--- src/rtl/bfp_pkg.sv ---
// Shared types and constants of the boot frame parser.
package bfp_pkg;

    // Configuration register indexes
    localparam logic [2:0] CFG_HEAD_FIRST   = 3'd0;
    localparam logic [2:0] CFG_HEAD_SECOND  = 3'd1;
    localparam logic [2:0] CFG_CONNECT_CODE = 3'd2;
    localparam logic [2:0] CFG_DATA_CODE    = 3'd3;
    localparam logic [2:0] CFG_FINISH_CODE  = 3'd4;
    localparam logic [2:0] CFG_ACK_VALUE    = 3'd5;
    localparam logic [2:0] CFG_NACK_VALUE   = 3'd6;
    localparam logic [2:0] CFG_APP_BASE     = 3'd7;

    // Reset values of the configuration registers
    localparam logic [7:0]  RST_HEAD_FIRST   = 8'h55;
    localparam logic [7:0]  RST_HEAD_SECOND  = 8'hAA;
    localparam logic [7:0]  RST_CONNECT_CODE = 8'h01;
    localparam logic [7:0]  RST_DATA_CODE    = 8'h02;
    localparam logic [7:0]  RST_FINISH_CODE  = 8'h03;
    localparam logic [7:0]  RST_ACK_VALUE    = 8'h79;
    localparam logic [7:0]  RST_NACK_VALUE   = 8'h1F;
    localparam logic [31:0] RST_APP_BASE     = 32'h0800_4000;

    // Result kinds
    localparam logic [1:0] KIND_RESP  = 2'd0;
    localparam logic [1:0] KIND_ERASE = 2'd1;
    localparam logic [1:0] KIND_WRITE = 2'd2;
    localparam logic [1:0] KIND_JUMP  = 2'd3;

    typedef enum logic [3:0] {
        ST_HEAD1,
        ST_HEAD2,
        ST_CMD,
        ST_LEN_LO,
        ST_LEN_HI,
        ST_PAYLOAD,
        ST_CHECK,
        ST_NACK,
        ST_ERASE,
        ST_ACK,
        ST_RD,
        ST_WRITE,
        ST_FIN_ACK,
        ST_JUMP
    } t_state;

    typedef enum logic [2:0] {
        EMIT_NACK,
        EMIT_ACK,
        EMIT_ERASE,
        EMIT_WRITE,
        EMIT_JUMP
    } t_emit;

    typedef struct packed {
        logic  cap_cmd;
        logic  cap_len_lo;
        logic  cap_len_hi;
        logic  cap_payload;
        logic  rd_clr;
        logic  rd_en;
        logic  rd_inc;
        logic  set_addr;
        logic  adv_addr;
        logic  load;
        t_emit emit;
        logic  last;
    } t_dp_cmd;

    typedef struct packed {
        logic head_first_hit;
        logic head_second_hit;
        logic len_too_big;
        logic len_zero;
        logic len_empty;
        logic count_done;
        logic sum_ok;
        logic is_connect;
        logic is_data;
        logic is_finish;
        logic rd_done;
        logic out_free;
    } t_dp_sts;

endpackage

--- src/rtl/bfp_dp.sv ---
// Datapath of the boot frame parser: config, frame fields, payload buffer, result register.
module bfp_dp #(
    parameter int MAX_PAYLOAD = 32
) (
    input  logic              i_clk,
    input  logic              i_rst_n,
    input  logic              i_cfg_valid,
    input  logic [2:0]        i_cfg_index,
    input  logic [31:0]       i_cfg_data,
    input  logic [7:0]        i_rx_byte,
    input  bfp_pkg::t_dp_cmd  i_cmd,
    output bfp_pkg::t_dp_sts  o_sts,
    input  logic              i_out_ready,
    output logic              o_out_valid,
    output logic [1:0]        o_kind,
    output logic [7:0]        o_out_byte,
    output logic [31:0]       o_flash_address,
    output logic              o_last
);
    import bfp_pkg::*;

    localparam int CW = $clog2(MAX_PAYLOAD + 1);
    localparam int AW = (MAX_PAYLOAD > 1) ? $clog2(MAX_PAYLOAD) : 1;

    logic [7:0]  r_head_first, r_head_second, r_connect_code, r_data_code;
    logic [7:0]  r_finish_code, r_ack_value, r_nack_value;
    logic [31:0] r_app_base;

    logic [7:0]    r_command;
    logic [7:0]    r_len_lo;
    logic [CW-1:0] r_len;
    logic [CW-1:0] r_byte_count;
    logic [7:0]    r_sum;
    logic [31:0]   r_wr_addr;
    logic [CW-1:0] r_rd_idx;
    logic [7:0]    r_rd_data;
    logic [7:0]    r_mem [MAX_PAYLOAD];

    logic          r_out_valid;
    logic [1:0]    r_kind;
    logic [7:0]    r_out_byte;
    logic [31:0]   r_flash_address;
    logic          r_last;

    logic [15:0]   len_full;
    logic [CW:0]   count_inc;
    logic [CW:0]   rd_inc;

    assign len_full  = {i_rx_byte, r_len_lo};
    assign count_inc = {1'b0, r_byte_count} + 1'b1;
    assign rd_inc    = {1'b0, r_rd_idx} + 1'b1;

    always_comb begin
        o_sts.head_first_hit  = (i_rx_byte == r_head_first);
        o_sts.head_second_hit = (i_rx_byte == r_head_second);
        o_sts.len_too_big     = (len_full > 16'(MAX_PAYLOAD));
        o_sts.len_zero        = (len_full == 16'd0);
        o_sts.len_empty       = (r_len == '0);
        o_sts.count_done      = (count_inc >= {1'b0, r_len});
        o_sts.sum_ok          = (i_rx_byte == r_sum);
        o_sts.is_connect      = (r_command == r_connect_code);
        o_sts.is_data         = (r_command == r_data_code);
        o_sts.is_finish       = (r_command == r_finish_code);
        o_sts.rd_done         = (rd_inc == {1'b0, r_len});
        o_sts.out_free        = !r_out_valid || i_out_ready;
    end

    // Configuration registers
    always_ff @(posedge i_clk) begin
        if (!i_rst_n) begin
            r_head_first   <= RST_HEAD_FIRST;
            r_head_second  <= RST_HEAD_SECOND;
            r_connect_code <= RST_CONNECT_CODE;
            r_data_code    <= RST_DATA_CODE;
            r_finish_code  <= RST_FINISH_CODE;
            r_ack_value    <= RST_ACK_VALUE;
            r_nack_value   <= RST_NACK_VALUE;
            r_app_base     <= RST_APP_BASE;
        end else if (i_cfg_valid) begin
            case (i_cfg_index)
                CFG_HEAD_FIRST:   r_head_first   <= i_cfg_data[7:0];
                CFG_HEAD_SECOND:  r_head_second  <= i_cfg_data[7:0];
                CFG_CONNECT_CODE: r_connect_code <= i_cfg_data[7:0];
                CFG_DATA_CODE:    r_data_code    <= i_cfg_data[7:0];
                CFG_FINISH_CODE:  r_finish_code  <= i_cfg_data[7:0];
                CFG_ACK_VALUE:    r_ack_value    <= i_cfg_data[7:0];
                CFG_NACK_VALUE:   r_nack_value   <= i_cfg_data[7:0];
                CFG_APP_BASE:     r_app_base     <= i_cfg_data;
                default: ;
            endcase
        end
    end

    // Frame fields and write address
    always_ff @(posedge i_clk) begin
        if (!i_rst_n) begin
            r_command    <= '0;
            r_len_lo     <= '0;
            r_len        <= '0;
            r_byte_count <= '0;
            r_sum        <= '0;
            r_rd_idx     <= '0;
            r_wr_addr    <= RST_APP_BASE;
        end else begin
            if (i_cmd.cap_cmd) begin
                r_command <= i_rx_byte;
                r_sum     <= i_rx_byte;
            end
            if (i_cmd.cap_len_lo) begin
                r_len_lo <= i_rx_byte;
                r_sum    <= r_sum + i_rx_byte;
            end
            if (i_cmd.cap_len_hi) begin
                // only used when it fits, so the low bits are the whole length
                r_len        <= len_full[CW-1:0];
                r_sum        <= r_sum + i_rx_byte;
                r_byte_count <= '0;
            end
            if (i_cmd.cap_payload) begin
                r_sum        <= r_sum + i_rx_byte;
                r_byte_count <= count_inc[CW-1:0];
            end
            if (i_cmd.rd_clr) begin
                r_rd_idx <= '0;
            end else if (i_cmd.rd_inc) begin
                r_rd_idx <= rd_inc[CW-1:0];
            end
            if (i_cmd.set_addr) begin
                r_wr_addr <= r_app_base;
            end else if (i_cmd.adv_addr) begin
                r_wr_addr <= r_wr_addr + 32'(r_len);
            end
        end
    end

    // Payload buffer
    always_ff @(posedge i_clk) begin
        if (i_cmd.cap_payload) begin
            r_mem[r_byte_count[AW-1:0]] <= i_rx_byte;
        end
        if (i_cmd.rd_en) begin
            r_rd_data <= r_mem[r_rd_idx[AW-1:0]];
        end
    end

    // Result register
    always_ff @(posedge i_clk) begin
        if (!i_rst_n) begin
            r_out_valid <= 1'b0;
        end else if (i_cmd.load) begin
            r_out_valid <= 1'b1;
        end else if (i_out_ready) begin
            r_out_valid <= 1'b0;
        end
    end

    always_ff @(posedge i_clk) begin
        if (i_cmd.load) begin
            r_last <= i_cmd.last;
            case (i_cmd.emit)
                EMIT_NACK: begin
                    r_kind          <= KIND_RESP;
                    r_out_byte      <= r_nack_value;
                    r_flash_address <= '0;
                end
                EMIT_ACK: begin
                    r_kind          <= KIND_RESP;
                    r_out_byte      <= r_ack_value;
                    r_flash_address <= '0;
                end
                EMIT_ERASE: begin
                    r_kind          <= KIND_ERASE;
                    r_out_byte      <= '0;
                    r_flash_address <= r_app_base;
                end
                EMIT_WRITE: begin
                    r_kind          <= KIND_WRITE;
                    r_out_byte      <= r_rd_data;
                    r_flash_address <= r_wr_addr + 32'(r_rd_idx);
                end
                EMIT_JUMP: begin
                    r_kind          <= KIND_JUMP;
                    r_out_byte      <= '0;
                    r_flash_address <= r_app_base;
                end
                default: begin
                    r_kind          <= KIND_RESP;
                    r_out_byte      <= r_nack_value;
                    r_flash_address <= '0;
                end
            endcase
        end
    end

    assign o_out_valid     = r_out_valid;
    assign o_kind          = r_kind;
    assign o_out_byte      = r_out_byte;
    assign o_flash_address = r_flash_address;
    assign o_last          = r_last;

endmodule

--- src/rtl/bfp_ctrl.sv ---
// Controller of the boot frame parser: frame phase and result sequencing.
module bfp_ctrl (
    input  logic              i_clk,
    input  logic              i_rst_n,
    input  logic              i_in_valid,
    output logic              o_in_ready,
    input  bfp_pkg::t_dp_sts  i_sts,
    output bfp_pkg::t_dp_cmd  o_cmd
);
    import bfp_pkg::*;

    t_state r_state, n_state;
    logic   rx_phase;
    logic   take;

    always_comb begin
        case (r_state)
            ST_HEAD1, ST_HEAD2, ST_CMD, ST_LEN_LO, ST_LEN_HI,
            ST_PAYLOAD, ST_CHECK: rx_phase = 1'b1;
            default:              rx_phase = 1'b0;
        endcase
    end

    assign o_in_ready = rx_phase;
    assign take       = rx_phase && i_in_valid;

    always_ff @(posedge i_clk) begin
        if (!i_rst_n) begin
            r_state <= ST_HEAD1;
        end else begin
            r_state <= n_state;
        end
    end

    // Next state
    always_comb begin
        n_state = r_state;
        case (r_state)
            ST_HEAD1: begin
                if (take && i_sts.head_first_hit) n_state = ST_HEAD2;
            end
            ST_HEAD2: begin
                if (take) begin
                    if (i_sts.head_second_hit)     n_state = ST_CMD;
                    else if (i_sts.head_first_hit) n_state = ST_HEAD2;
                    else                           n_state = ST_HEAD1;
                end
            end
            ST_CMD: begin
                if (take) n_state = ST_LEN_LO;
            end
            ST_LEN_LO: begin
                if (take) n_state = ST_LEN_HI;
            end
            ST_LEN_HI: begin
                if (take) begin
                    if (i_sts.len_too_big)   n_state = ST_NACK;
                    else if (i_sts.len_zero) n_state = ST_CHECK;
                    else                     n_state = ST_PAYLOAD;
                end
            end
            ST_PAYLOAD: begin
                if (take && i_sts.count_done) n_state = ST_CHECK;
            end
            ST_CHECK: begin
                if (take) begin
                    if (!i_sts.sum_ok)          n_state = ST_NACK;
                    else if (i_sts.is_connect)  n_state = ST_ERASE;
                    // an empty data frame has no writes, only the ack
                    else if (i_sts.is_data)     n_state = i_sts.len_empty ? ST_ACK : ST_RD;
                    else if (i_sts.is_finish)   n_state = ST_FIN_ACK;
                    else                        n_state = ST_NACK;
                end
            end
            ST_NACK: begin
                if (i_sts.out_free) n_state = ST_HEAD1;
            end
            ST_ERASE: begin
                if (i_sts.out_free) n_state = ST_ACK;
            end
            ST_ACK: begin
                if (i_sts.out_free) n_state = ST_HEAD1;
            end
            ST_RD: begin
                n_state = ST_WRITE;
            end
            ST_WRITE: begin
                if (i_sts.out_free) n_state = i_sts.rd_done ? ST_ACK : ST_RD;
            end
            ST_FIN_ACK: begin
                if (i_sts.out_free) n_state = ST_JUMP;
            end
            ST_JUMP: begin
                if (i_sts.out_free) n_state = ST_HEAD1;
            end
            default: n_state = ST_HEAD1;
        endcase
    end

    // Commands to the datapath
    always_comb begin
        o_cmd      = '0;
        o_cmd.emit = EMIT_NACK;
        case (r_state)
            ST_CMD:     o_cmd.cap_cmd     = take;
            ST_LEN_LO:  o_cmd.cap_len_lo  = take;
            ST_LEN_HI:  o_cmd.cap_len_hi  = take;
            ST_PAYLOAD: o_cmd.cap_payload = take;
            ST_CHECK:   o_cmd.rd_clr      = take;
            ST_NACK: begin
                o_cmd.load = i_sts.out_free;
                o_cmd.emit = EMIT_NACK;
                o_cmd.last = 1'b1;
            end
            ST_ERASE: begin
                o_cmd.load     = i_sts.out_free;
                o_cmd.set_addr = i_sts.out_free;
                o_cmd.emit     = EMIT_ERASE;
            end
            ST_ACK: begin
                o_cmd.load = i_sts.out_free;
                o_cmd.emit = EMIT_ACK;
                o_cmd.last = 1'b1;
            end
            ST_RD: o_cmd.rd_en = 1'b1;
            ST_WRITE: begin
                o_cmd.load     = i_sts.out_free;
                o_cmd.emit     = EMIT_WRITE;
                o_cmd.rd_inc   = i_sts.out_free;
                o_cmd.adv_addr = i_sts.out_free && i_sts.rd_done;
            end
            ST_FIN_ACK: begin
                o_cmd.load = i_sts.out_free;
                o_cmd.emit = EMIT_ACK;
            end
            ST_JUMP: begin
                o_cmd.load = i_sts.out_free;
                o_cmd.emit = EMIT_JUMP;
                o_cmd.last = 1'b1;
            end
            default: ;
        endcase
    end

endmodule

--- src/rtl/boot_frame_parser.sv ---
// Top level of the boot frame parser: controller plus datapath.
//
// Boot loader frame parser. Received bytes come in one item per accepted
// handshake; a frame is header (two bytes), command, little-endian 16-bit
// length, payload and an 8-bit additive checksum over command, length and
// payload. Header, command codes, ack/nack values and the application base
// address are set through the config port; the user must write them only
// while the parser is idle, the block itself does not enforce it. Results
// leave one per item on the output channel; o_last marks the final result of
// the byte that caused them. Input flow: every byte that only advances the
// parse is taken as soon as it is valid, and the parser is ready again the
// next cycle even while a result still waits in the output register. A byte
// that ends a frame blocks input until its results are loaded into the output
// register: nack, erase, ack and jump each wait for a free output register,
// and each payload byte of a data frame passes a read state and then a write
// state, since each write re-reads the payload buffer through its registered
// read port. An empty data frame blocks input only for its ack.
// Lengths above MAX_PAYLOAD are rejected at the length high byte with a nack.
module boot_frame_parser #(
    parameter int MAX_PAYLOAD = 32
) (
    input  logic        i_clk,
    input  logic        i_rst_n,
    // config write channel
    input  logic        i_cfg_valid,
    output logic        o_cfg_ready,
    input  logic [2:0]  i_cfg_index,
    input  logic [31:0] i_cfg_data,
    // received byte channel
    input  logic        i_in_valid,
    output logic        o_in_ready,
    input  logic [7:0]  i_rx_byte,
    // result channel
    output logic        o_out_valid,
    input  logic        i_out_ready,
    output logic [1:0]  o_kind,
    output logic [7:0]  o_out_byte,
    output logic [31:0] o_flash_address,
    output logic        o_last
);
    import bfp_pkg::*;

    t_dp_cmd cmd;
    t_dp_sts sts;

    // config registers are plain flops; a write always lands
    assign o_cfg_ready = 1'b1;

    bfp_ctrl u_ctrl (
        .i_clk      (i_clk),
        .i_rst_n    (i_rst_n),
        .i_in_valid (i_in_valid),
        .o_in_ready (o_in_ready),
        .i_sts      (sts),
        .o_cmd      (cmd)
    );

    bfp_dp #(
        .MAX_PAYLOAD (MAX_PAYLOAD)
    ) u_dp (
        .i_clk           (i_clk),
        .i_rst_n         (i_rst_n),
        .i_cfg_valid     (i_cfg_valid),
        .i_cfg_index     (i_cfg_index),
        .i_cfg_data      (i_cfg_data),
        .i_rx_byte       (i_rx_byte),
        .i_cmd           (cmd),
        .o_sts           (sts),
        .i_out_ready     (i_out_ready),
        .o_out_valid     (o_out_valid),
        .o_kind          (o_kind),
        .o_out_byte      (o_out_byte),
        .o_flash_address (o_flash_address),
        .o_last          (o_last)
    );

endmodule
--- config.mk ---
export PLATFORM = sky130hd
export DESIGN_NAME = boot_frame_parser
export DESIGN_NICKNAME = d
export VERILOG_FILES = /design/src/rtl/bfp_pkg.sv /design/src/rtl/bfp_dp.sv /design/src/rtl/bfp_ctrl.sv /design/src/rtl/boot_frame_parser.sv
export SDC_FILE = /design/constraint.sdc
export NUM_CORES = 1
export LEC_CHECK = 0
export CAP_MARGIN = 10
export CELL_PAD_IN_SITES_DETAIL_PLACEMENT = 0
export CELL_PAD_IN_SITES_GLOBAL_PLACEMENT = 1
export CORE_UTILIZATION = 25
export DETAILED_ROUTE_END_ITERATION = 8
export DONT_BUFFER_PORTS = 1
export PLACE_DENSITY_LB_ADDON = 0.1
export SETUP_SLACK_MARGIN = 0.5
export SLEW_MARGIN = 20
export SYNTH_ARGS = -nofsm -noshare
export SYNTH_HDL_FRONTEND = slang
export SYNTH_SLANG_ARGS = --single-unit
--- constraint.sdc ---
create_clock -name i_clk -period 4.8 [get_ports i_clk]
set_clock_uncertainty 0.15 [all_clocks]
set_input_delay 0.24 -clock i_clk [delete_from_list [all_inputs] [get_ports i_clk]]
set_output_delay 0.24 -clock i_clk [all_outputs]
set_load 0.01 [all_outputs]
## After elaboration in Yosys (flattened, before gate mapping)

Memory sizes are Yosys's and may differ from the RTL's. A register that Yosys moved wholly into a read port is not among the register bits.
Cells that the tools add are included.

| storage, ports and cells | value |
|---|---|
| bits in registers | 210 |
| bits in latches | 0 |
| bits in writable memories | 256 |
| bits in read-only memories | 0 |
| input bits | 48 |
| output and inout bits | 46 |
| logic and storage cells | 149 |
| memories | 1 |

| cells by class | value |
|---|---|
| add/sub/neg operators | 5 |
| multipliers | 0 |
| div/mod/pow operators | 0 |
| order comparisons | 2 |
| eq/ne operators | 42 |
| shifts and indexed selects | 0 |
| mux-type cells | 49 |
| bitwise operators | 1 |
| reduce and logical (&&, ||, !) cells | 28 |

Memories:

| memory | words | bits a word | read ports | clocked after Yosys merged registers in | wr ports | line | source |
|---|---|---|---|---|---|---|---|
| u_dp.r_mem | 32 | 8 | 1 | 1 | 1 | bfp_dp.sv:37 | `logic [7:0] r_mem [MAX_PAYLOAD];` |

Operators by type and width:

| kind | number |
|---|---|
| $mux W4 | 17 |
| $add A32 B6 Y32 | 2 |
| $mux W32 | 2 |
| $pmux W32 S2 | 1 |
| $eq A8 B8 Y1 | 6 |
| $pmux W4 S12 | 1 |
| $mux W8 | 4 |
| $eq A4 B4 Y1 const B | 6 |
| $pmux W8 S3 | 1 |
| $ne A2 B1 Y1 const B | 11 |
| $pmux W4 S5 | 1 |
| $eq A4 B3 Y1 const B | 4 |
| $gt A16 B6 Y1 const B | 1 |
| $logic_not A16 Y1 | 1 |
| $mux W1 | 16 |
| $reduce_and A2 Y1 | 8 |
| $eq A3 B3 Y1 const B | 5 |
| $add A6 B1 Y7 const B | 2 |
| $eq A3 B2 Y1 const B | 4 |
| $mux W6 | 2 |
| $reduce_and A11 Y1 | 1 |
| $add A8 B8 Y8 | 1 |
| $eq A4 B2 Y1 const B | 2 |
| $eq A7 B6 Y1 | 1 |
| other kinds (17) | 27 |

## Logic depth before layout (Yosys ltp)

Gate-level depths: netlist of run 1.

| logic depth | value |
|---|---|
| depth in word-level cells | 9 |
| gate-level depth with buffers | 12 |
| gate-level depth less buffers | 10 |

## Cells and area by module

Synthesis of run 1 repeated with hierarchy kept, for this count alone.

| unflattened totals | value |
|---|---|
| cell total of the unflattened synthesis | 1,840 |
| area total of the unflattened synthesis | 21,580.7 sq um |

By module, submodules not included:

| module | times used | cells each | area each (sq um) | sequential area each (sq um) |
|---|---|---|---|---|
| bfp_dp | 1 | 1,743 | 20,978.9 | 12,482.0 |
| bfp_ctrl | 1 | 95 | 590.6 | 80.1 |
| boot_frame_parser | 1 | 2 | 11.3 | 0.0 |

## Least setup slack after synthesis of run 1

Ideal clock, no wire load.

| path | value |
|---|---|
| path type | reg2reg |
| from | register u_ctrl.r_state[0] |
| to | register u_dp.r_flash_address[0], in the netlist u_dp.o_flash_address[0] (enable) |
| arrival | 2,954 ps |
| data required time | 4,202 ps |
| path slack | 1,248 ps |
| cell stages (with the launch flop) | 5 |
| buffers on the path | 1 |
| clock period less this slack | 3,552 ps |
| cell sequence | dfxtp_1 clkbuf_1 nand2b_1 o21ai_0 nor2b_1 |

RTL lines:

| item | line | source |
|---|---|---|
| from (decl) | bfp_ctrl.sv:12 | `t_state r_state, n_state;` |
| from (signal assigned) | bfp_ctrl.sv:31 | `r_state <= n_state;` |
| to (signal assigned) | bfp_dp.sv:174 | `r_flash_address <= r_app_base;` |
| to (signal assigned) | bfp_dp.sv:179 | `r_flash_address <= r_wr_addr + 32'(r_rd_idx);` |
| to (signal assigned) | bfp_dp.sv:184 | `r_flash_address <= r_app_base;` |
| to (decl) | bfp_dp.sv:42 | `logic [31:0] r_flash_address;` |

## Worst setup path after layout of run 1

| path | value |
|---|---|
| from | register u_ctrl.r_state[2] |
| to | memory u_dp.r_mem[1][5] (enable) |

| between the ends | value |
|---|---|
| word-level cells in the longest chain between the ends | 7 |
| elaborated cells on any way between the ends | 13 |
| classes of those cells | eq/ne: 6; mux: 4; reduce/logical: 3 |

Ends and longest elaborated chain:

| item | line | source |
|---|---|---|
| $eq A4 B1 Y1 (tied with other cells) | bfp_ctrl.sv:17 | `case (r_state)` |
| $reduce_or A7 Y1 | bfp_ctrl.sv:17 |  |
| $mux W1 | bfp_ctrl.sv:17 |  |
| $logic_and A1 B1 Y1 | bfp_ctrl.sv:25 | `assign take = rx_phase && i_in_valid;` |
| $mux W1 * | bfp_ctrl.sv:104 | `case (r_state)` |
| $mux W1 * | bfp_dp.sv:138 | `if (i_cmd.cap_payload) begin` |
| $mux W1 (not written as such) * | bfp_dp.sv:139 | `r_mem[r_byte_count[AW-1:0]] <= i_rx_byte;` |
| to (decl) | bfp_dp.sv:37 |  |

Mark *: on every way between the ends. The rest lies on a longest branch, timed or not.

==> flow_summary.toml, run 1 <==
[yosys]
synth_fp_nets = 1837
ys_ff_latch = 474
synth_top_area_share_pct = 43.85
yosys.area.top_type = "edfxtp_1"
ys_types = 78
synth_edf_count = 307
ys.flop_type = "edfxtp_1"
synth_area_sq_um = 21020
avgSynthCellArea_sq_um = 11.97
ys.warnings.count = 0
async_reset_ff_share_pct = 0
synthesis.instances = 1756
synth.area.top_cells = "edfxtp_1 (44%), dfxtp_1 (16%), mux4_2 (8.6%)"
yosysSeqAreaShare_pct = 59.75

[critical_path]
slowest_stage = "nor2_1"
reg2reg_depth = 5
crit_type = "reg -> reg"
crit_required_ns = 4.87
startpoint_type = "flop"
worstPathCellList = "nor2b_1 -> nand2_1 -> nor2_1 -> nand2_1 -> nor2_1"
crit-reg2reg-capture = "u_dp.r_mem[1][5]"
worstPathArrival_ns = 3.60
crit_family = "simple AND/OR/NAND/NOR gates"
crit_path_end_kind = "flop"
r2r-start = "u_ctrl.r_state[2]"
worstPathBufferInverterCount = 0
r2r_slack_ns = 1.28
cp_max_fo = 15
slowest_delay_ns = 0.78

[clocking]
path_clk_slew_ns = 0.06
clock_latency_ns = 0.64
cts_tree = "yes"
ctsLongestPathBuffers = 3
clock-root-buffer = "clkbuf_16"
clock_sinks = 474
cts-buffers-inserted = 56
cts_resized = 0
htreeDepth = 2

[power_and_ir_drop]
p_per_area_nw_per_um2 = 360.1
ir_worst_vdd_uv = 289.7
power_leakage_nw = 7.842

[timing]
period_needed_ns = 3.523
finalMaxSlewViolations = 0
max_slew_margin_pct = 27.60
rsz0062_at_grt = "no"
setup_viol = 0
timing.fmax_ghz = 0.2838
tns_ns = 0
finalHoldViolations = 0
tightest_slew_ns = 1.082
period_share_pct = 73.40

[die]
initial_utilization_pct = 25.44
dieWidth_microns = 292.0
die_area_sq_um = 85260
ios = 94
core_sq_um = 82640
rows = 105
die_height_microns = 292.0

[placement]
placed_cell_area_sq_um = 22180
place.gp.congestion = 0.7404
io_buffers = 0
dpl.hpwl_mm = 42.71

[drt]
routed_wirelength_mm = 67.22
num_vias = 13840
first_pass_iters = 7
via_per_inst = 4.717
ant_nets = 0
drcViolationCount = 0
wire_per_inst_microns = 22.90
drt-initial-drc-count = 901

[global_routing]
grt_max_degree = 63
grt_pass1_vias = 14260
overflow = 0
grt_first_pass_wirelength_mm = 99.71
antenna_found_initial = 2
grtUsageTotal_pct = 15.80

[hold_path]
min_to = "u_dp.r_head_second[5]"
holdCritStartpoint = "i_cfg_valid"
whs_path_depth = 4
hp-class = "in -> reg"

[cells_and_area]
diodes = 0
fin_util_pct = 30.24
nNetsFinal = 1898
final_layout_size_suffix_gt1_share_pct = 12.82
area_growth_pct = 18.87
fin_area_sq_um = 24990

[flow_run]
max_cap_viol_count = 0

[run_status]
status = "complete, no violations"
-- state kept, by name (all words and copies together) (netlist names), 32 cells and up --
signal and flops:
u_dp.r_app_base 32, u_dp.r_wr_addr 32, u_dp.o_flash_address 32, u_dp.r_mem 256
-- power by group --
| part | switching [mW] | total (mW) | leakage, nW | internal (mW) |
|---|---|---|---|---|
| clock network | 1.87 | 4.40 | 0.920 | 2.53 |
| registers | 0.0144 | 4.36 | 4.04 | 4.35 |
| logic | 0.153 | 0.237 | 2.88 | 0.0846 |
| total | 2.04 | 9.00 | 7.84 | 6.96 |
-- area by class of cell --
class,instances,area (sq um)
clock buffer,70,1514
clock inverter,36,405.4
fill,8382,57650
inverter,22,85.08
multi-input combinational,1159,7998
sequential,474,12570
tap,1070,1339
timing repair buffer,104,1081
-- cell usage after synthesis (all sizes together) (17+ instances only) --
master  number
xor2        41
buf         22
a21oi      123
mux4        80
nand4       17
inv         22
nand3       57
edfxtp     307
ha          30
clkbuf      79
dfxtp      167
xnor2       59
nor2       122
nor3        17
nand2      327
o21ai       64
-- kinds of logic after synthesis --
kind of cell | count (synthesis) | share of synthesized area, %
other | 1 | 0.01784
adders and majority gates | 33 | 2.071
buffers and inverters | 123 | 2.381
DFF | 474 | 59.75
muxes | 106 | 9.874
xor gates and xnor gates | 100 | 4.166
and+or+nand+nor | 625 | 13.10
AOI/OAI and AO/OA | 294 | 8.636
-- cells in the final DEF (no fill, tap or decap), types with 7 or more instances in the layout --
| cell | synthesis | final |
|---|---|---|
| a211oi_1 | 12 | 12 |
| a21o_1 | 8 | 8 |
| a21oi_1 | 123 | 123 |
| a22oi_1 | 10 | 10 |
| and3_1 | 7 | 7 |
| buf_12 | 0 | 7 |
| buf_4 | 4 | 26 |
| clkbuf_1 | 79 | 8 |
| clkbuf_16 | 0 | 56 |
| clkinv_1 | 0 | 7 |
| clkinv_2 | 0 | 10 |
| dfxtp_1 | 167 | 165 |
| dlygate4sd3_1 | 0 | 69 |
| edfxtp_1 | 307 | 307 |
| ha_1 | 30 | 30 |
| inv_1 | 21 | 21 |
| mux2_2 | 8 | 8 |
| mux2i_1 | 15 | 15 |
| mux4_2 | 80 | 80 |
| nand2_1 | 326 | 325 |
| nand2b_1 | 14 | 14 |
| nand3_1 | 57 | 56 |
| nand4_1 | 17 | 17 |
| nor2_1 | 122 | 121 |
| nor2b_1 | 15 | 14 |
| nor3_1 | 16 | 15 |
| nor4_1 | 9 | 8 |
| o21a_1 | 8 | 8 |
| o21ai_0 | 58 | 58 |
| xnor2_1 | 59 | 59 |
| xor2_1 | 41 | 41 |
-- worst min-delay path, stage by stage --
cell and delay, ns:
nor2b_1 0.14, nand2_1 0.24, nand2_1 0.09, nand3_1 0.07
-- worst max path at each step --
stage	startpoint	end	slack, ns	depth (start not counted)
2_1_floorplan	u_ctrl.r_state[0]	u_dp.o_flash_address[0]	1.25	4
3_5_place_dp	u_ctrl.r_state[2]	u_dp.r_mem[0][5]	1.21	5
3_3_place_gp	u_ctrl.r_state[2]	u_dp.r_mem[1][5]	1.29	5
4_1_cts	u_ctrl.r_state[2]	u_dp.r_mem[0][5]	1.15	5
6_report	u_ctrl.r_state[2]	u_dp.r_mem[1][5]	1.28	5
5_1_grt	u_ctrl.r_state[2]	u_dp.r_mem[0][3]	0.96	5
-- what timing repair did --
item                       in CTS  in global routing
hold buffers                   78                  0
hold endpoints to repair      399                  0
buffers inserted                0                  0
setup endpoints to repair       0                  0
-- through the flow --
step / hold slack, ns / power (mW) / cells / setup slack [ns]
after floorplan: 0.1889 / 4.539 / 1756 / 1.248
after global placement: 0.1738 / 4.552 / 2751 / 1.288
after detailed placement: 0.1772 / 4.554 / 2751 / 1.212
after CTS: 0.0009613 / 9.157 / 2935 / 1.152
after global routing: 0.05005 / 9.304 / 2935 / 0.9621
final: 0.03381 / 8.998 / 2935 / 1.277
-- per-layer routing --
metal,share of wire [%],track usage (%),vias to the layer above
li1,-,-,6553
met1,46,21.45,6931
met4,2.3,4.275,0
met2,47,25.80,273
met5,0,0,-
met3,4.4,2.763,86
Power figures use the tool's default switching activity.
==> inputs of run 2 (changes only) <==
Settings changed: ABC_AREA set to 1.
Clock period 4.8 ns to 3.5 ns, I/O delays scaled along.
==> flow_summary.toml, run 2 <==
[timing]
tns_ns = 0
timing.fmax_ghz = 0.3438
finalMaxSlewViolations = 0
period_share_pct = 83.11
finalHoldViolations = 0
setup_viol = 0
setup_ws_ns = 0.5912
period_needed_ns = 2.909
max_slew_margin_pct = 29.74
tightest_slew_ns = 1.049
rsz0062_at_grt = "yes"

[power_and_ir_drop]
power_leakage_nw = 9.321
p_per_area_nw_per_um2 = 511.7
ir_worst_vdd_uv = 300.3

[critical_path]
crit_type = "reg -> reg"
r2r_slack_ns = 0.59
r2r-start = "u_ctrl.r_state[2]"
crit_path_end_kind = "flop"
crit_required_ns = 3.60
path_depth = 8
critPathMostFrequentCell = "nor2_1"
crit_family = "simple AND/OR/NAND/NOR gates"
worstPathArrival_ns = 3.01
reg2reg_depth = 8
slowest_stage = "nor2_1"
worstPathCellList = "inv_2 -> nor2_1 -> inv_1 -> nor2_1 -> nand2_1 -> clkinv_1 -> nand2_1 -> nor2_1"
cp_max_fo = 10
startpoint_type = "flop"
slowest_delay_ns = 0.67
crit-reg2reg-capture = "u_dp.r_mem[10][5]"
worstPathBufferInverterCount = 3

[yosys]
avgSynthCellArea_sq_um = 9.155
async_reset_ff_share_pct = 0
synth.area.top_cells = "edfxtp_1 (43%), dfxtp_1 (15%), nand2_1 (7.7%)"
synth_edf_count = 307
synth_area_sq_um = 21650
synth_fp_nets = 2446
synth_common_cells = "nand2_1 (445), nor2_1 (374), edfxtp_1 (307)"
yosysMostFrequentCell = "nand2_1"
yosysSeqAreaShare_pct = 58.02
yosys.area.top_type = "edfxtp_1"
ys.warnings.count = 0
ys.flop_type = "edfxtp_1"
synth_top_area_share_pct = 42.58
ys_types = 49
ys_ff_latch = 474
synthesis.instances = 2365

[placement]
io_buffers = 0
dp_slack_ns = 0.5605
post-place-cells = 3463
dpl.hpwl_mm = 49.98
place.gp.congestion = 0.8163

[drt]
via_per_inst = 4.702
routed_wirelength_mm = 77.99
wire_per_inst_microns = 21.39
drcViolationCount = 0
ant_nets = 0
drt-initial-drc-count = 1111
first_pass_iters = 6
num_vias = 17140

[clocking]
cts-buffers-inserted = 58
ctsLongestPathBuffers = 3
htreeDepth = 2
clock-root-buffer = "clkbuf_16"
clock_latency_ns = 0.64
postCtsSetupRepairBufs = 0
clock_sinks = 474
cts_tree = "yes"
path_clk_slew_ns = 0.06

[cells_and_area]
layout_common_cells = "nand2_1 (444), nor2_1 (368), edfxtp_1 (307), o21ai_0 (277), dfxtp_1 (165)"
nNetsFinal = 2533
fin_util_pct = 30.49
area_growth_pct = 20.27
diodes = 0
final_layout_size_suffix_gt1_share_pct = 8.034
final_common_cell = "nand2_1"
final_cell_count_no_fill = 3646
fillCellCount = 9014
largest_reg_flops = 256

[global_routing]
overflow = 0
antenna_found_initial = 1
grt_first_pass_wirelength_mm = 115.2
grt_pass1_vias = 16930
grt_max_degree = 131
grtUsageTotal_pct = 17.76

[hold_path]
holdCritStartpoint = "i_cfg_data[6]"
hp-class = "in -> reg"
min_to = "u_dp.r_head_first[6]"
whs_path_depth = 3

[die]
ios = 94
initial_utilization_pct = 25.35
die_area_sq_um = 87790
rows = 107
core_sq_um = 85410
die_height_microns = 296.3
dieWidth_microns = 296.3

[run_status]
status = "complete, no violations"

[flow_run]
max_cap_viol_count = 0
## run 2: cell count changes in the layout (fill, tap and decap cells not counted), sizes merged, moves of 33 or more
cell / change
nor2: +260
buf: +38
xnor2: -33
nand2: +119
o221ai: +45
inv: +150
nand3: +46
mux4: -80
o21ai: +216
## run 2: layer usage
metal	part of all wire (%)	wire length (microns)	track usage, %
met5	0.017	13	0
met4	1.5	1207	3.344
met1	46	35840	23.91
met2	49	38050	30.37
met3	3.7	2878	2.466
## run 2: area by class of cell
cell class	instances	area, sq um	share of cell area, %
Tap cell	1144	1431	5.497
Multi-Input combinational cell	1605	8003	30.73
Sequential cell	474	12570	48.26
Clock inverter	33	340.3	1.307
Clock buffer	77	1614	6.198
Timing Repair Buffer	137	1423	5.463
Inverter	176	661.9	2.542
## run 2: power by group
part / total, mW / internal [mW] / switching [mW]
combinational: 0.865 / 0.235 / 0.630
clock: 6.21 / 3.68 / 2.53
sequential: 6.25 / 6.12 / 0.130
## run 2: worst max path at each step
| stage | startpoint | slack, ns | end |
|---|---|---|---|
| 6_report | u_ctrl.r_state[2] | 0.59 | u_dp.r_mem[10][5] |
| 3_5_place_dp | u_ctrl.r_state[2] | 0.56 | u_dp.r_mem[22][4] |
| 2_1_floorplan | u_ctrl.r_state[2] | 0.90 | u_dp.o_flash_address[0] |
| 3_3_place_gp | u_dp.r_wr_addr[0] | 0.55 | u_dp.o_flash_address[16] |
| 5_1_grt | u_ctrl.r_state[2] | 0.38 | u_dp.r_mem[10][5] |
| 4_1_cts | u_ctrl.r_state[2] | 0.54 | u_dp.r_mem[22][1] |
## run 2: repair_timing
action                                  CTS  global route
resized for setup                         0             8
hold buffers                             73             0
hold endpoints to repair                409             0
endpoints found under the setup margin    0           139
## run 2: stage by stage
step / instance area [sq um] / total power [mW] / hold WS (ns)
after global routing: 26040 / 13.85 / 0.07678
after detailed placement: 23170 / 7.034 / 0.1294
after CTS: 26020 / 13.56 / 0.01437
after global placement: 23170 / 7.031 / 0.1261
final: 26040 / 13.32 / 0.06763
after floorplan: 21660 / 6.785 / 0.1239
## run 2: kinds of logic after synthesis
group | share of synthesized area [%]
adder cells (fa/ha/maj) | 2.011
buffers and inverters | 5.178
flip-flops | 58.02
other | 0.01732
AND/OR/NAND/NOR | 18.15
AO/OA/AOI/OAI | 14.22
XOR/XNOR | 2.410
## run 2: worst reg2reg max path, stage by stage, from the launching register on
cell and delay [ns]:
dfxtp_1 0.43, inv_2 0.10, nor2_1 0.10, inv_1 0.08, nor2_1 0.26, nand2_1 0.15
clkinv_1 0.18, nand2_1 0.41, nor2_1 0.67
